==> config.mk <==
export PLATFORM = sky130hd
export DESIGN_NAME = heading_circular_mean_filter_core
export DESIGN_NICKNAME = d
export VERILOG_FILES = /design/src/hw/rtl/hcmf_pkg.sv /design/src/hw/rtl/hcmf_window.sv /design/src/hw/rtl/hcmf_cordic.sv /design/src/hw/rtl/heading_circular_mean_filter_core.sv
export VERILOG_INCLUDE_DIRS = /design/src /design/src/hw/rtl
export SDC_FILE = /design/constraint.sdc
export NUM_CORES = 1
export LEC_CHECK = 0
export BUFFER_PORTS_ARGS = -buffer_cell sky130_fd_sc_hd__buf_2
export CAP_MARGIN = 20
export CORE_MARGIN = 2
export CORE_UTILIZATION = 65
export DETAILED_ROUTE_END_ITERATION = 16
export HOLD_SLACK_MARGIN = 0.15
export PLACE_DENSITY = 0.82
export SLEW_MARGIN = 20
export SYNTH_ARGS = -nofsm -noshare
export SYNTH_HDL_FRONTEND = slang
export SYNTH_SLANG_ARGS = --single-unit
==> constraint.sdc <==
create_clock -name clk -period 17.28 [get_ports clk]
set_clock_uncertainty 0.05 [all_clocks]
set_input_delay 2.592 -clock clk [delete_from_list [all_inputs] [get_ports clk]]
set_output_delay 2.592 -clock clk [all_outputs]
set_load 0.005 [all_outputs]
==> src/hw/rtl/heading_circular_mean_filter_core_defines.svh <==
// Assertion macros for the heading filter.
`ifndef HEADING_CIRCULAR_MEAN_FILTER_CORE_DEFINES_SVH
`define HEADING_CIRCULAR_MEAN_FILTER_CORE_DEFINES_SVH
`ifndef SYNTHESIS
`define HCMF_ASSERT_NOW(label, ante, cons) \
  label: assert property (@(posedge clk) disable iff (rst) (ante) |-> (cons)) \
    else $error("heading filter check failed");
`define HCMF_ASSERT_NEXT(label, ante, cons) \
  label: assert property (@(posedge clk) disable iff (rst) (ante) |=> (cons)) \
    else $error("heading filter check failed");
`else
`define HCMF_ASSERT_NOW(label, ante, cons)
`define HCMF_ASSERT_NEXT(label, ante, cons)
`endif
`endif

==> src/hw/rtl/hcmf_pkg.sv <==
package hcmf_pkg;

  localparam int RAW_W        = 16;
  localparam int ANG_W        = 13;
  localparam int Q15_W        = 16;
  localparam int Z_W          = 32;
  localparam int HALF_TURN    = 2880;
  localparam int FULL_TURN    = 5760;
  localparam int QUARTER_TURN = 1440;
  localparam int INV_GAIN_Q29 = 326016437;
  localparam int DEF_WINDOW_LEN   = 5;
  localparam int DEF_CORDIC_STEPS = 16;

  typedef struct packed {
    logic start;
    logic vectoring;
  } cordic_ctrl_t;

  function automatic logic signed [Z_W-1:0] atan_lut(input logic [4:0] idx);
    logic signed [Z_W-1:0] v;
    case (idx)
      5'd0:  v = 32'sd47185920;
      5'd1:  v = 32'sd27855475;
      5'd2:  v = 32'sd14718068;
      5'd3:  v = 32'sd7471121;
      5'd4:  v = 32'sd3750058;
      5'd5:  v = 32'sd1876857;
      5'd6:  v = 32'sd938658;
      5'd7:  v = 32'sd469357;
      5'd8:  v = 32'sd234682;
      5'd9:  v = 32'sd117342;
      5'd10: v = 32'sd58671;
      5'd11: v = 32'sd29335;
      5'd12: v = 32'sd14668;
      5'd13: v = 32'sd7334;
      5'd14: v = 32'sd3667;
      5'd15: v = 32'sd1833;
      5'd16: v = 32'sd917;
      5'd17: v = 32'sd458;
      5'd18: v = 32'sd229;
      5'd19: v = 32'sd115;
      5'd20: v = 32'sd57;
      5'd21: v = 32'sd29;
      5'd22: v = 32'sd14;
      5'd23: v = 32'sd7;
      default: v = '0;
    endcase
    return v;
  endfunction

endpackage

==> src/hw/rtl/hcmf_window.sv <==
module hcmf_window
  import hcmf_pkg::*;
#(
  parameter int WINDOW_LEN = DEF_WINDOW_LEN,
  parameter int IDX_W      = (WINDOW_LEN > 1) ? $clog2(WINDOW_LEN) : 1
) (
  input  logic                    clk,
  input  logic                    we,
  input  logic [IDX_W-1:0]        waddr,
  input  logic signed [ANG_W-1:0] wdata,
  input  logic [IDX_W-1:0]        raddr,
  output logic signed [ANG_W-1:0] rdata
);

  logic signed [ANG_W-1:0] mem [WINDOW_LEN];

  always_ff @(posedge clk) begin
    if (we) begin
      mem[waddr] <= wdata;
    end
    rdata <= mem[raddr];
  end

endmodule

==> src/hw/rtl/hcmf_cordic.sv <==
module hcmf_cordic
  import hcmf_pkg::*;
#(
  parameter int CORDIC_STEPS = DEF_CORDIC_STEPS,
  parameter int XY_W         = 32
) (
  input  logic                   clk,
  input  logic                   rst,
  input  cordic_ctrl_t           ctrl,
  input  logic signed [XY_W-1:0] x0,
  input  logic signed [XY_W-1:0] y0,
  input  logic signed [Z_W-1:0]  z0,
  output logic signed [XY_W-1:0] x,
  output logic signed [XY_W-1:0] y,
  output logic signed [Z_W-1:0]  z,
  output logic                   done
);

  localparam int ITER_W = $clog2(CORDIC_STEPS);

  logic              busy;
  logic              vec;
  logic [ITER_W-1:0] iter;
  logic              pos_rot;
  logic signed [XY_W-1:0] xs, ys;
  logic signed [Z_W-1:0]  ang;

  always_comb begin
    xs      = x >>> iter;
    ys      = y >>> iter;
    ang     = atan_lut(5'(iter));
    pos_rot = vec ? !(y > 0) : (z >= 0);
  end

  always_ff @(posedge clk) begin
    if (rst) begin
      busy <= 1'b0;
      done <= 1'b0;
      iter <= '0;
      vec  <= 1'b0;
    end else begin
      done <= 1'b0;
      if (ctrl.start) begin
        x    <= x0;
        y    <= y0;
        z    <= z0;
        vec  <= ctrl.vectoring;
        iter <= '0;
        busy <= 1'b1;
      end else if (busy) begin
        if (pos_rot) begin
          x <= x - ys;
          y <= y + xs;
          z <= z - ang;
        end else begin
          x <= x + ys;
          y <= y - xs;
          z <= z + ang;
        end
        if (iter == ITER_W'(CORDIC_STEPS - 1)) begin
          busy <= 1'b0;
          done <= 1'b1;
        end else begin
          iter <= iter + 1'b1;
        end
      end
    end
  end

endmodule

==> src/hw/rtl/heading_circular_mean_filter_core.sv <==
// Heading filter: one result per input item. A rejected read, a zero command or the first
// sample passes to the result register without using the CORDIC unit. A filtered sample
// first wraps its offset difference into the half-turn range one turn at a time, then runs
// the single shared CORDIC unit once per window entry (the window fill, up to WINDOW_LEN)
// and once more for atan2 unless both sums are zero. A result held back by the receiver
// keeps the next result waiting in S_DONE until it is taken. The window sits in a
// one-port-write, one-port-read memory.
module heading_circular_mean_filter_core
  import hcmf_pkg::*;
#(
  parameter int WINDOW_LEN   = DEF_WINDOW_LEN,
  parameter int CORDIC_STEPS = DEF_CORDIC_STEPS
) (
  input  logic                    clk,
  input  logic                    rst,
  input  logic                    cfg_we,
  input  logic                    cfg_wdata,
  input  logic                    in_valid,
  output logic                    in_ready,
  input  logic                    func,
  input  logic signed [RAW_W-1:0] heading_raw,
  input  logic                    read_ok,
  output logic                    out_valid,
  input  logic                    out_ready,
  output logic signed [ANG_W-1:0] rel_heading,
  output logic                    valid_res
);

  `include "heading_circular_mean_filter_core_defines.svh"

  localparam int CNT_W = $clog2(WINDOW_LEN + 1);
  localparam int IDX_W = (WINDOW_LEN > 1) ? $clog2(WINDOW_LEN) : 1;
  localparam int SUM_W = Q15_W + CNT_W;
  localparam int XY_W  = (SUM_W + 13 > 32) ? SUM_W + 13 : 32;
  localparam int D_W   = RAW_W + 1;

  typedef enum logic [2:0] {
    S_IDLE, S_WRAP, S_READ, S_LOAD, S_ROT, S_VEC_START, S_VEC, S_DONE
  } state_t;

  state_t state;
  logic   sensor_ready;
  logic   offset_held;
  logic signed [RAW_W-1:0] heading_offset;
  logic [CNT_W-1:0] fill_count;
  logic [CNT_W-1:0] write_slot;
  logic [CNT_W-1:0] rd_idx;
  logic signed [D_W-1:0]   diff;
  logic signed [SUM_W-1:0] sum_s, sum_c;
  logic neg;
  logic signed [ANG_W-1:0] res_ang;
  logic res_valid;

  logic                    mem_we;
  logic [IDX_W-1:0]        mem_waddr;
  logic signed [ANG_W-1:0] mem_wdata;
  logic signed [ANG_W-1:0] mem_rdata;

  cordic_ctrl_t            cctrl;
  logic signed [XY_W-1:0]  cx0, cy0, cx, cy;
  logic signed [Z_W-1:0]   cz0, cz;
  logic                    cdone;

  logic                    accept;
  logic                    in_range;
  logic signed [ANG_W-1:0] fold_ang;
  logic                    fold_neg;
  logic signed [XY_W-1:0]  xf, yf, xq, yq;
  logic signed [SUM_W-1:0] q_c, q_s;
  logic signed [XY_W-1:0]  c_ext, s_ext;
  logic signed [Z_W-1:0]   z_rnd;
  logic signed [RAW_W-1:0] z_ang, z_wrap;
  logic [CNT_W-1:0]        slot_next;
  logic [CNT_W-1:0]        fill_next;

  assign in_ready = (state == S_IDLE);
  assign accept   = in_valid && in_ready;
  assign in_range = (diff <= D_W'(HALF_TURN)) && (diff >= -D_W'(HALF_TURN));

  assign slot_next = (write_slot == CNT_W'(WINDOW_LEN - 1)) ? '0 : write_slot + 1'b1;
  assign fill_next = (fill_count == CNT_W'(WINDOW_LEN)) ? fill_count : fill_count + 1'b1;

  always_comb begin
    mem_we    = 1'b0;
    mem_waddr = write_slot[IDX_W-1:0];
    mem_wdata = diff[ANG_W-1:0];
    if (state == S_IDLE && accept && sensor_ready && read_ok && (func || !offset_held)) begin
      mem_we    = 1'b1;
      mem_waddr = '0;
      mem_wdata = '0;
    end else if (state == S_WRAP && in_range) begin
      mem_we = 1'b1;
    end
  end

  always_comb begin
    fold_ang = mem_rdata;
    fold_neg = 1'b0;
    if (mem_rdata > ANG_W'(QUARTER_TURN)) begin
      fold_ang = mem_rdata - ANG_W'(HALF_TURN);
      fold_neg = 1'b1;
    end else if (mem_rdata < -ANG_W'(QUARTER_TURN)) begin
      fold_ang = mem_rdata + ANG_W'(HALF_TURN);
      fold_neg = 1'b1;
    end
  end

  always_comb begin
    c_ext = XY_W'(sum_c) <<< 10;
    s_ext = XY_W'(sum_s) <<< 10;
    cctrl.start     = 1'b0;
    cctrl.vectoring = 1'b0;
    cx0 = XY_W'(INV_GAIN_Q29);
    cy0 = '0;
    cz0 = Z_W'(fold_ang) <<< 16;
    if (state == S_LOAD) begin
      cctrl.start = 1'b1;
    end else if (state == S_VEC_START) begin
      cctrl.start     = (sum_s != '0) || (sum_c != '0);
      cctrl.vectoring = 1'b1;
      cx0 = c_ext;
      cy0 = s_ext;
      cz0 = '0;
      if (sum_c < 0) begin
        cx0 = -c_ext;
        cy0 = -s_ext;
        cz0 = (sum_s >= 0) ? (Z_W'(HALF_TURN) <<< 16) : -(Z_W'(HALF_TURN) <<< 16);
      end
    end
  end

  always_comb begin
    xf = neg ? -cx : cx;
    yf = neg ? -cy : cy;
    xq = (xf + XY_W'(8192)) >>> 14;
    yq = (yf + XY_W'(8192)) >>> 14;
    if (xq > XY_W'(32767)) begin
      q_c = SUM_W'(32767);
    end else if (xq < -XY_W'(32768)) begin
      q_c = -SUM_W'(32768);
    end else begin
      q_c = xq[SUM_W-1:0];
    end
    if (yq > XY_W'(32767)) begin
      q_s = SUM_W'(32767);
    end else if (yq < -XY_W'(32768)) begin
      q_s = -SUM_W'(32768);
    end else begin
      q_s = yq[SUM_W-1:0];
    end
    z_rnd = (cz + Z_W'(32768)) >>> 16;
    z_ang = z_rnd[RAW_W-1:0];
    if (z_ang > RAW_W'(HALF_TURN)) begin
      z_wrap = z_ang - RAW_W'(FULL_TURN);
    end else if (z_ang < -RAW_W'(HALF_TURN)) begin
      z_wrap = z_ang + RAW_W'(FULL_TURN);
    end else begin
      z_wrap = z_ang;
    end
  end

  always_ff @(posedge clk) begin
    if (rst) begin
      state          <= S_IDLE;
      sensor_ready   <= 1'b0;
      offset_held    <= 1'b0;
      heading_offset <= '0;
      fill_count     <= '0;
      write_slot     <= '0;
      rd_idx         <= '0;
      out_valid      <= 1'b0;
      res_valid      <= 1'b0;
    end else begin
      if (cfg_we) begin
        sensor_ready <= cfg_wdata;
      end
      if (out_valid && out_ready && state != S_DONE) begin
        out_valid <= 1'b0;
      end
      case (state)
        S_IDLE: begin
          if (accept) begin
            res_ang   <= '0;
            res_valid <= 1'b0;
            state     <= S_DONE;
            if (sensor_ready && read_ok) begin
              if (func || !offset_held) begin
                heading_offset <= heading_raw;
                offset_held    <= 1'b1;
                write_slot     <= CNT_W'(1) % CNT_W'(WINDOW_LEN);
                fill_count     <= CNT_W'(1);
                res_valid      <= !func;
              end else begin
                diff  <= D_W'(heading_raw) - D_W'(heading_offset);
                state <= S_WRAP;
              end
            end
          end
        end
        S_WRAP: begin
          if (diff > D_W'(HALF_TURN)) begin
            diff <= diff - D_W'(FULL_TURN);
          end else if (diff < -D_W'(HALF_TURN)) begin
            diff <= diff + D_W'(FULL_TURN);
          end else begin
            write_slot <= slot_next;
            fill_count <= fill_next;
            rd_idx     <= '0;
            sum_s      <= '0;
            sum_c      <= '0;
            state      <= S_READ;
          end
        end
        S_READ: begin
          state <= S_LOAD;
        end
        S_LOAD: begin
          neg   <= fold_neg;
          state <= S_ROT;
        end
        S_ROT: begin
          if (cdone) begin
            sum_s  <= sum_s + q_s;
            sum_c  <= sum_c + q_c;
            rd_idx <= rd_idx + 1'b1;
            state  <= (rd_idx + 1'b1 == fill_count) ? S_VEC_START : S_READ;
          end
        end
        S_VEC_START: begin
          res_valid <= 1'b1;
          res_ang   <= '0;
          state     <= cctrl.start ? S_VEC : S_DONE;
        end
        S_VEC: begin
          if (cdone) begin
            res_ang <= z_wrap[ANG_W-1:0];
            state   <= S_DONE;
          end
        end
        S_DONE: begin
          if (!out_valid || out_ready) begin
            out_valid   <= 1'b1;
            rel_heading <= res_ang;
            valid_res   <= res_valid;
            state       <= S_IDLE;
          end
        end
        default: state <= S_IDLE;
      endcase
    end
  end

  hcmf_window #(
    .WINDOW_LEN (WINDOW_LEN),
    .IDX_W      (IDX_W)
  ) u_window (
    .clk   (clk),
    .we    (mem_we),
    .waddr (mem_waddr),
    .wdata (mem_wdata),
    .raddr (rd_idx[IDX_W-1:0]),
    .rdata (mem_rdata)
  );

  hcmf_cordic #(
    .CORDIC_STEPS (CORDIC_STEPS),
    .XY_W         (XY_W)
  ) u_cordic (
    .clk  (clk),
    .rst  (rst),
    .ctrl (cctrl),
    .x0   (cx0),
    .y0   (cy0),
    .z0   (cz0),
    .x    (cx),
    .y    (cy),
    .z    (cz),
    .done (cdone)
  );

  `HCMF_ASSERT_NOW(a_fill_bound, 1'b1, fill_count <= CNT_W'(WINDOW_LEN))
  `HCMF_ASSERT_NOW(a_slot_bound, 1'b1, write_slot < CNT_W'(WINDOW_LEN))
  `HCMF_ASSERT_NEXT(a_busy_after_accept, in_valid && in_ready, !in_ready)
  `HCMF_ASSERT_NOW(a_valid_needs_offset, out_valid && valid_res, offset_held)

endmodule

==> impl_metrics.yaml <==
outcome:
  status: "finished clean"
timing:
  fmax_ghz: 0.131
  fin_setup_tns_ns: 0
  finalCritPeriodShare: 0.442
  finalHoldViolations: 0
  slew_violations: 0
  finalSetupViolCount: 0
  worstMarginPinSlew_ns: 0.988
  max_slew_margin: 0.339
  whs_ns: 0.367
  finalCriticalPeriod_ns: 7.64
  rsz0062_at_grt: "no"
synthesis:
  synthCells: 3109
  synth-warning-count: 0
  synthArstFlopShare: 0
  synth_area_um2: 28200
  synth_area_leader_cell: "edfxtp_1"
  synth_seq_cells: 322
  yosysUniqueCellTypes: 92
  synthFlopType: "edfxtp_1"
  netlist.area_leader.share: 0.259
  yosysSeqAreaShare: 0.315
  synthTopCellsByArea: "edfxtp_1 (26%), ha_1 (8.2%), mux4_2 (5.9%), dfxtp_1 (5.5%), xnor2_1 (5.2%)"
  synth_edf_count: 244
  synth.net_count: 3324
  syn_area_per_cell_um2: 9.09
worst_setup_path:
  rrSetupSlack_ns: 9.64
  cp_top_family: "compound AO/OA/AOI/OAI gates"
  reg2reg_depth: 25
  path_buf_inv: 0
  crit_path_top_delay_cell: "a32oi_1"
  reg2reg_from: "u_cordic.y[6]"
  cp.arrival_ns: 8.02
  worstPathMaxFanout: 16
  start_kind: "flop"
  path_class: "reg -> reg"
  cp-end-kind: "flop"
  r2r_end: "sum_s[18]"
  cp_data_required_time_ns: 17.66
  crit_path_max_incr_delay_ns: 0.80
route:
  drt_first_pass_iters: 6
  via_per_inst: 6.76
  vias: 24825
  drt-wirelength-per-cell_um: 21.0
  drc: 0
  antenna_left: 0
  drt_wl_total_um: 77000
  drt_iter0_markers: 3026
placement:
  dp.cells: 3600
  hpwl_um: 56000
  portBuffers: 39
  place.gp.congestion: 0.969
clocking:
  clkSlewWorstSetupHoldPaths_ns: 0.06
  cts_resized: 0
  post_cts_buffers: 0
  htreeDepth: 2
  max-clock-path-buffers: 3
  cts_tree: "built"
  numCtsBuffers: 38
  cts.sinks: 322
  worst_skew_pair.late_latency_ns: 0.59
  cts_root_buf: "clkbuf_16"
  cts_hold_buffers: 0
hold_path:
  hp-class: "reg -> reg"
  hold_depth: 0
  hold_start: "res_ang[2]"
  hold_end: "rel_heading[2]"
die:
  initial_core_util: 0.657
  io_pins: 40
  coreArea_um2: 43000
  fp-row-count: 76
  die_y_um: 212
  die_area_um2: 45100
  die_x_um: 212
pwr:
  peakVddDrop_v: 0.000147
  p_leak_nw: 11.2
  power_mw: 6.48
  power.density_nw_per_um2: 215
global_route:
  grt_pass1_wl_um: 123000
  grt_max_degree: 84
  grt_pass1_vias: 23650
  antenna_found_initial: 0
  grtUsageTotal: 0.340
  grt_overflow_total: 0
finish:
  drive_gt1_frac: 0.0969
  layout_commonest_cell: "nor2_1"
  nets: 3271
  area_growth_pct: 6.62
  final_cell_mix: "nor2_1 (291), nand2_1 (252), edfxtp_1 (244)"
  finalNonFillerCells: 3671
  antenna-diode-count: 0
flow_run:
  cap_viol_max_count: 0
[worst max path at each step]
stage,to,depth (start not counted),from,slack [ns]
6_report,sum_s[18],25,u_cordic.y[6],9.64
5_1_grt,sum_s[18],25,u_cordic.y[6],9.17
4_1_cts,sum_s[18],25,u_cordic.y[6],9.89
3_5_place_dp,sum_s[18],25,u_cordic.y[6],9.89
3_3_place_gp,sum_s[18],25,u_cordic.y[6],10.18
2_1_floorplan,u_cordic.x[0],3,rst,9.69
[synthesized netlist by cell type, types with 16 or more instances]
master    instances
o21ai_0         195
nand4_1          25
a21o_1           51
inv_1           123
nand2_1         253
o21bai_1         25
nor3_1           78
xor2_1          143
nand2b_1         36
o21a_1           28
clkbuf_1        114
buf_2            20
or3_1            39
o22ai_1          40
nor2b_1          21
nand3_1          64
o31ai_1          50
or2_2            16
a31oi_1          35
nor2_1          294
mux4_2           74
ha_1            184
and3_1           42
a21oi_1         226
a211oi_1         27
dfxtp_1          78
and2_1           31
o211ai_1         20
nor4_1           33
mux2i_1          51
edfxtp_1        244
buf_1            21
xnor2_1         169
nor3b_1          18
mux2_2           42
[final cells by class]
class / count / area (um2)
Multi-Input combinational cell: 2499 / 18300
Fill cell: 3265 / 12900
Sequential cell: 322 / 8900
Clock buffer: 47 / 1040
Tap cell: 585 / 732
Inverter: 125 / 469
Timing Repair Buffer: 70 / 444
Clock inverter: 23 / 239
[flip-flops by register name, summed over array words and instances (netlist names), 4 cells and up]
name,flops
diff,17
heading_offset,16
rel_heading,13
res_ang,13
sum_c,19
sum_s,19
u_cordic.ang,26
u_cordic.iter,4
u_cordic.x,32
u_cordic.y,32
u_cordic.z,32
u_window.mem,65
u_window.rdata,13
[layer usage]
metal  vias to the layer above  global-route usage  wire length, um
met2                      1287               0.536            35000
met4                         0               0.137             3120
met5                         -                   0                0
met1                     11843               0.468            32000
met3                       234              0.0578             6870
li1                      11461                   -                -
[through the flow]
stage,util,worst slack (ns),area (um2)
finish,0.701,9.64,30100
global route,0.701,9.17,30100
CTS,0.700,9.89,30100
detailed placement,0.670,9.89,28800
global placement,0.670,10.18,28800
floorplan,-,9.69,28200
[worst register-to-register path: stages, from the launching register on]
cell and delay (ns):
edfxtp_1 0.46, nor4_1 0.44, nand4_1 0.62, o21ai_0 0.46, xnor2_1 0.17, ha_1 0.22
nand2_1 0.06, nor2_1 0.10, a31oi_1 0.23, and3b_1 0.31, nand3_1 0.23, or3_1 0.41
a32oi_1 0.80, o21ai_0 0.27, ha_1 0.29, fa_1 0.41, a21oi_1 0.14, o21bai_1 0.09
nand2_1 0.11, and2_1 0.16, o31ai_1 0.09, o31ai_1 0.44, o221ai_1 0.24, o41a_1 0.38
a21o_1 0.17, a21oi_1 0.13
[kinds of logic after synthesis]
logic type	after synthesis	synth area share
AND/OR/NAND/NOR	987	0.168
adder cells (fa/ha/maj)	191	0.0865
XOR/XNOR	313	0.0973
flip-flops	322	0.315
AO/OA/AOI/OAI	827	0.185
multiplexers	181	0.107
buffers and inverters	288	0.0409
[power breakdown]
part | internal [mW] | total, mW | switching, mW
logic | 1.78 | 4.24 | 2.46
registers | 1.16 | 1.41 | 0.242
clock network | 0.468 | 0.825 | 0.357
total | 3.41 | 6.48 | 3.06
Note: power is estimated with default switching activity, not from simulation.
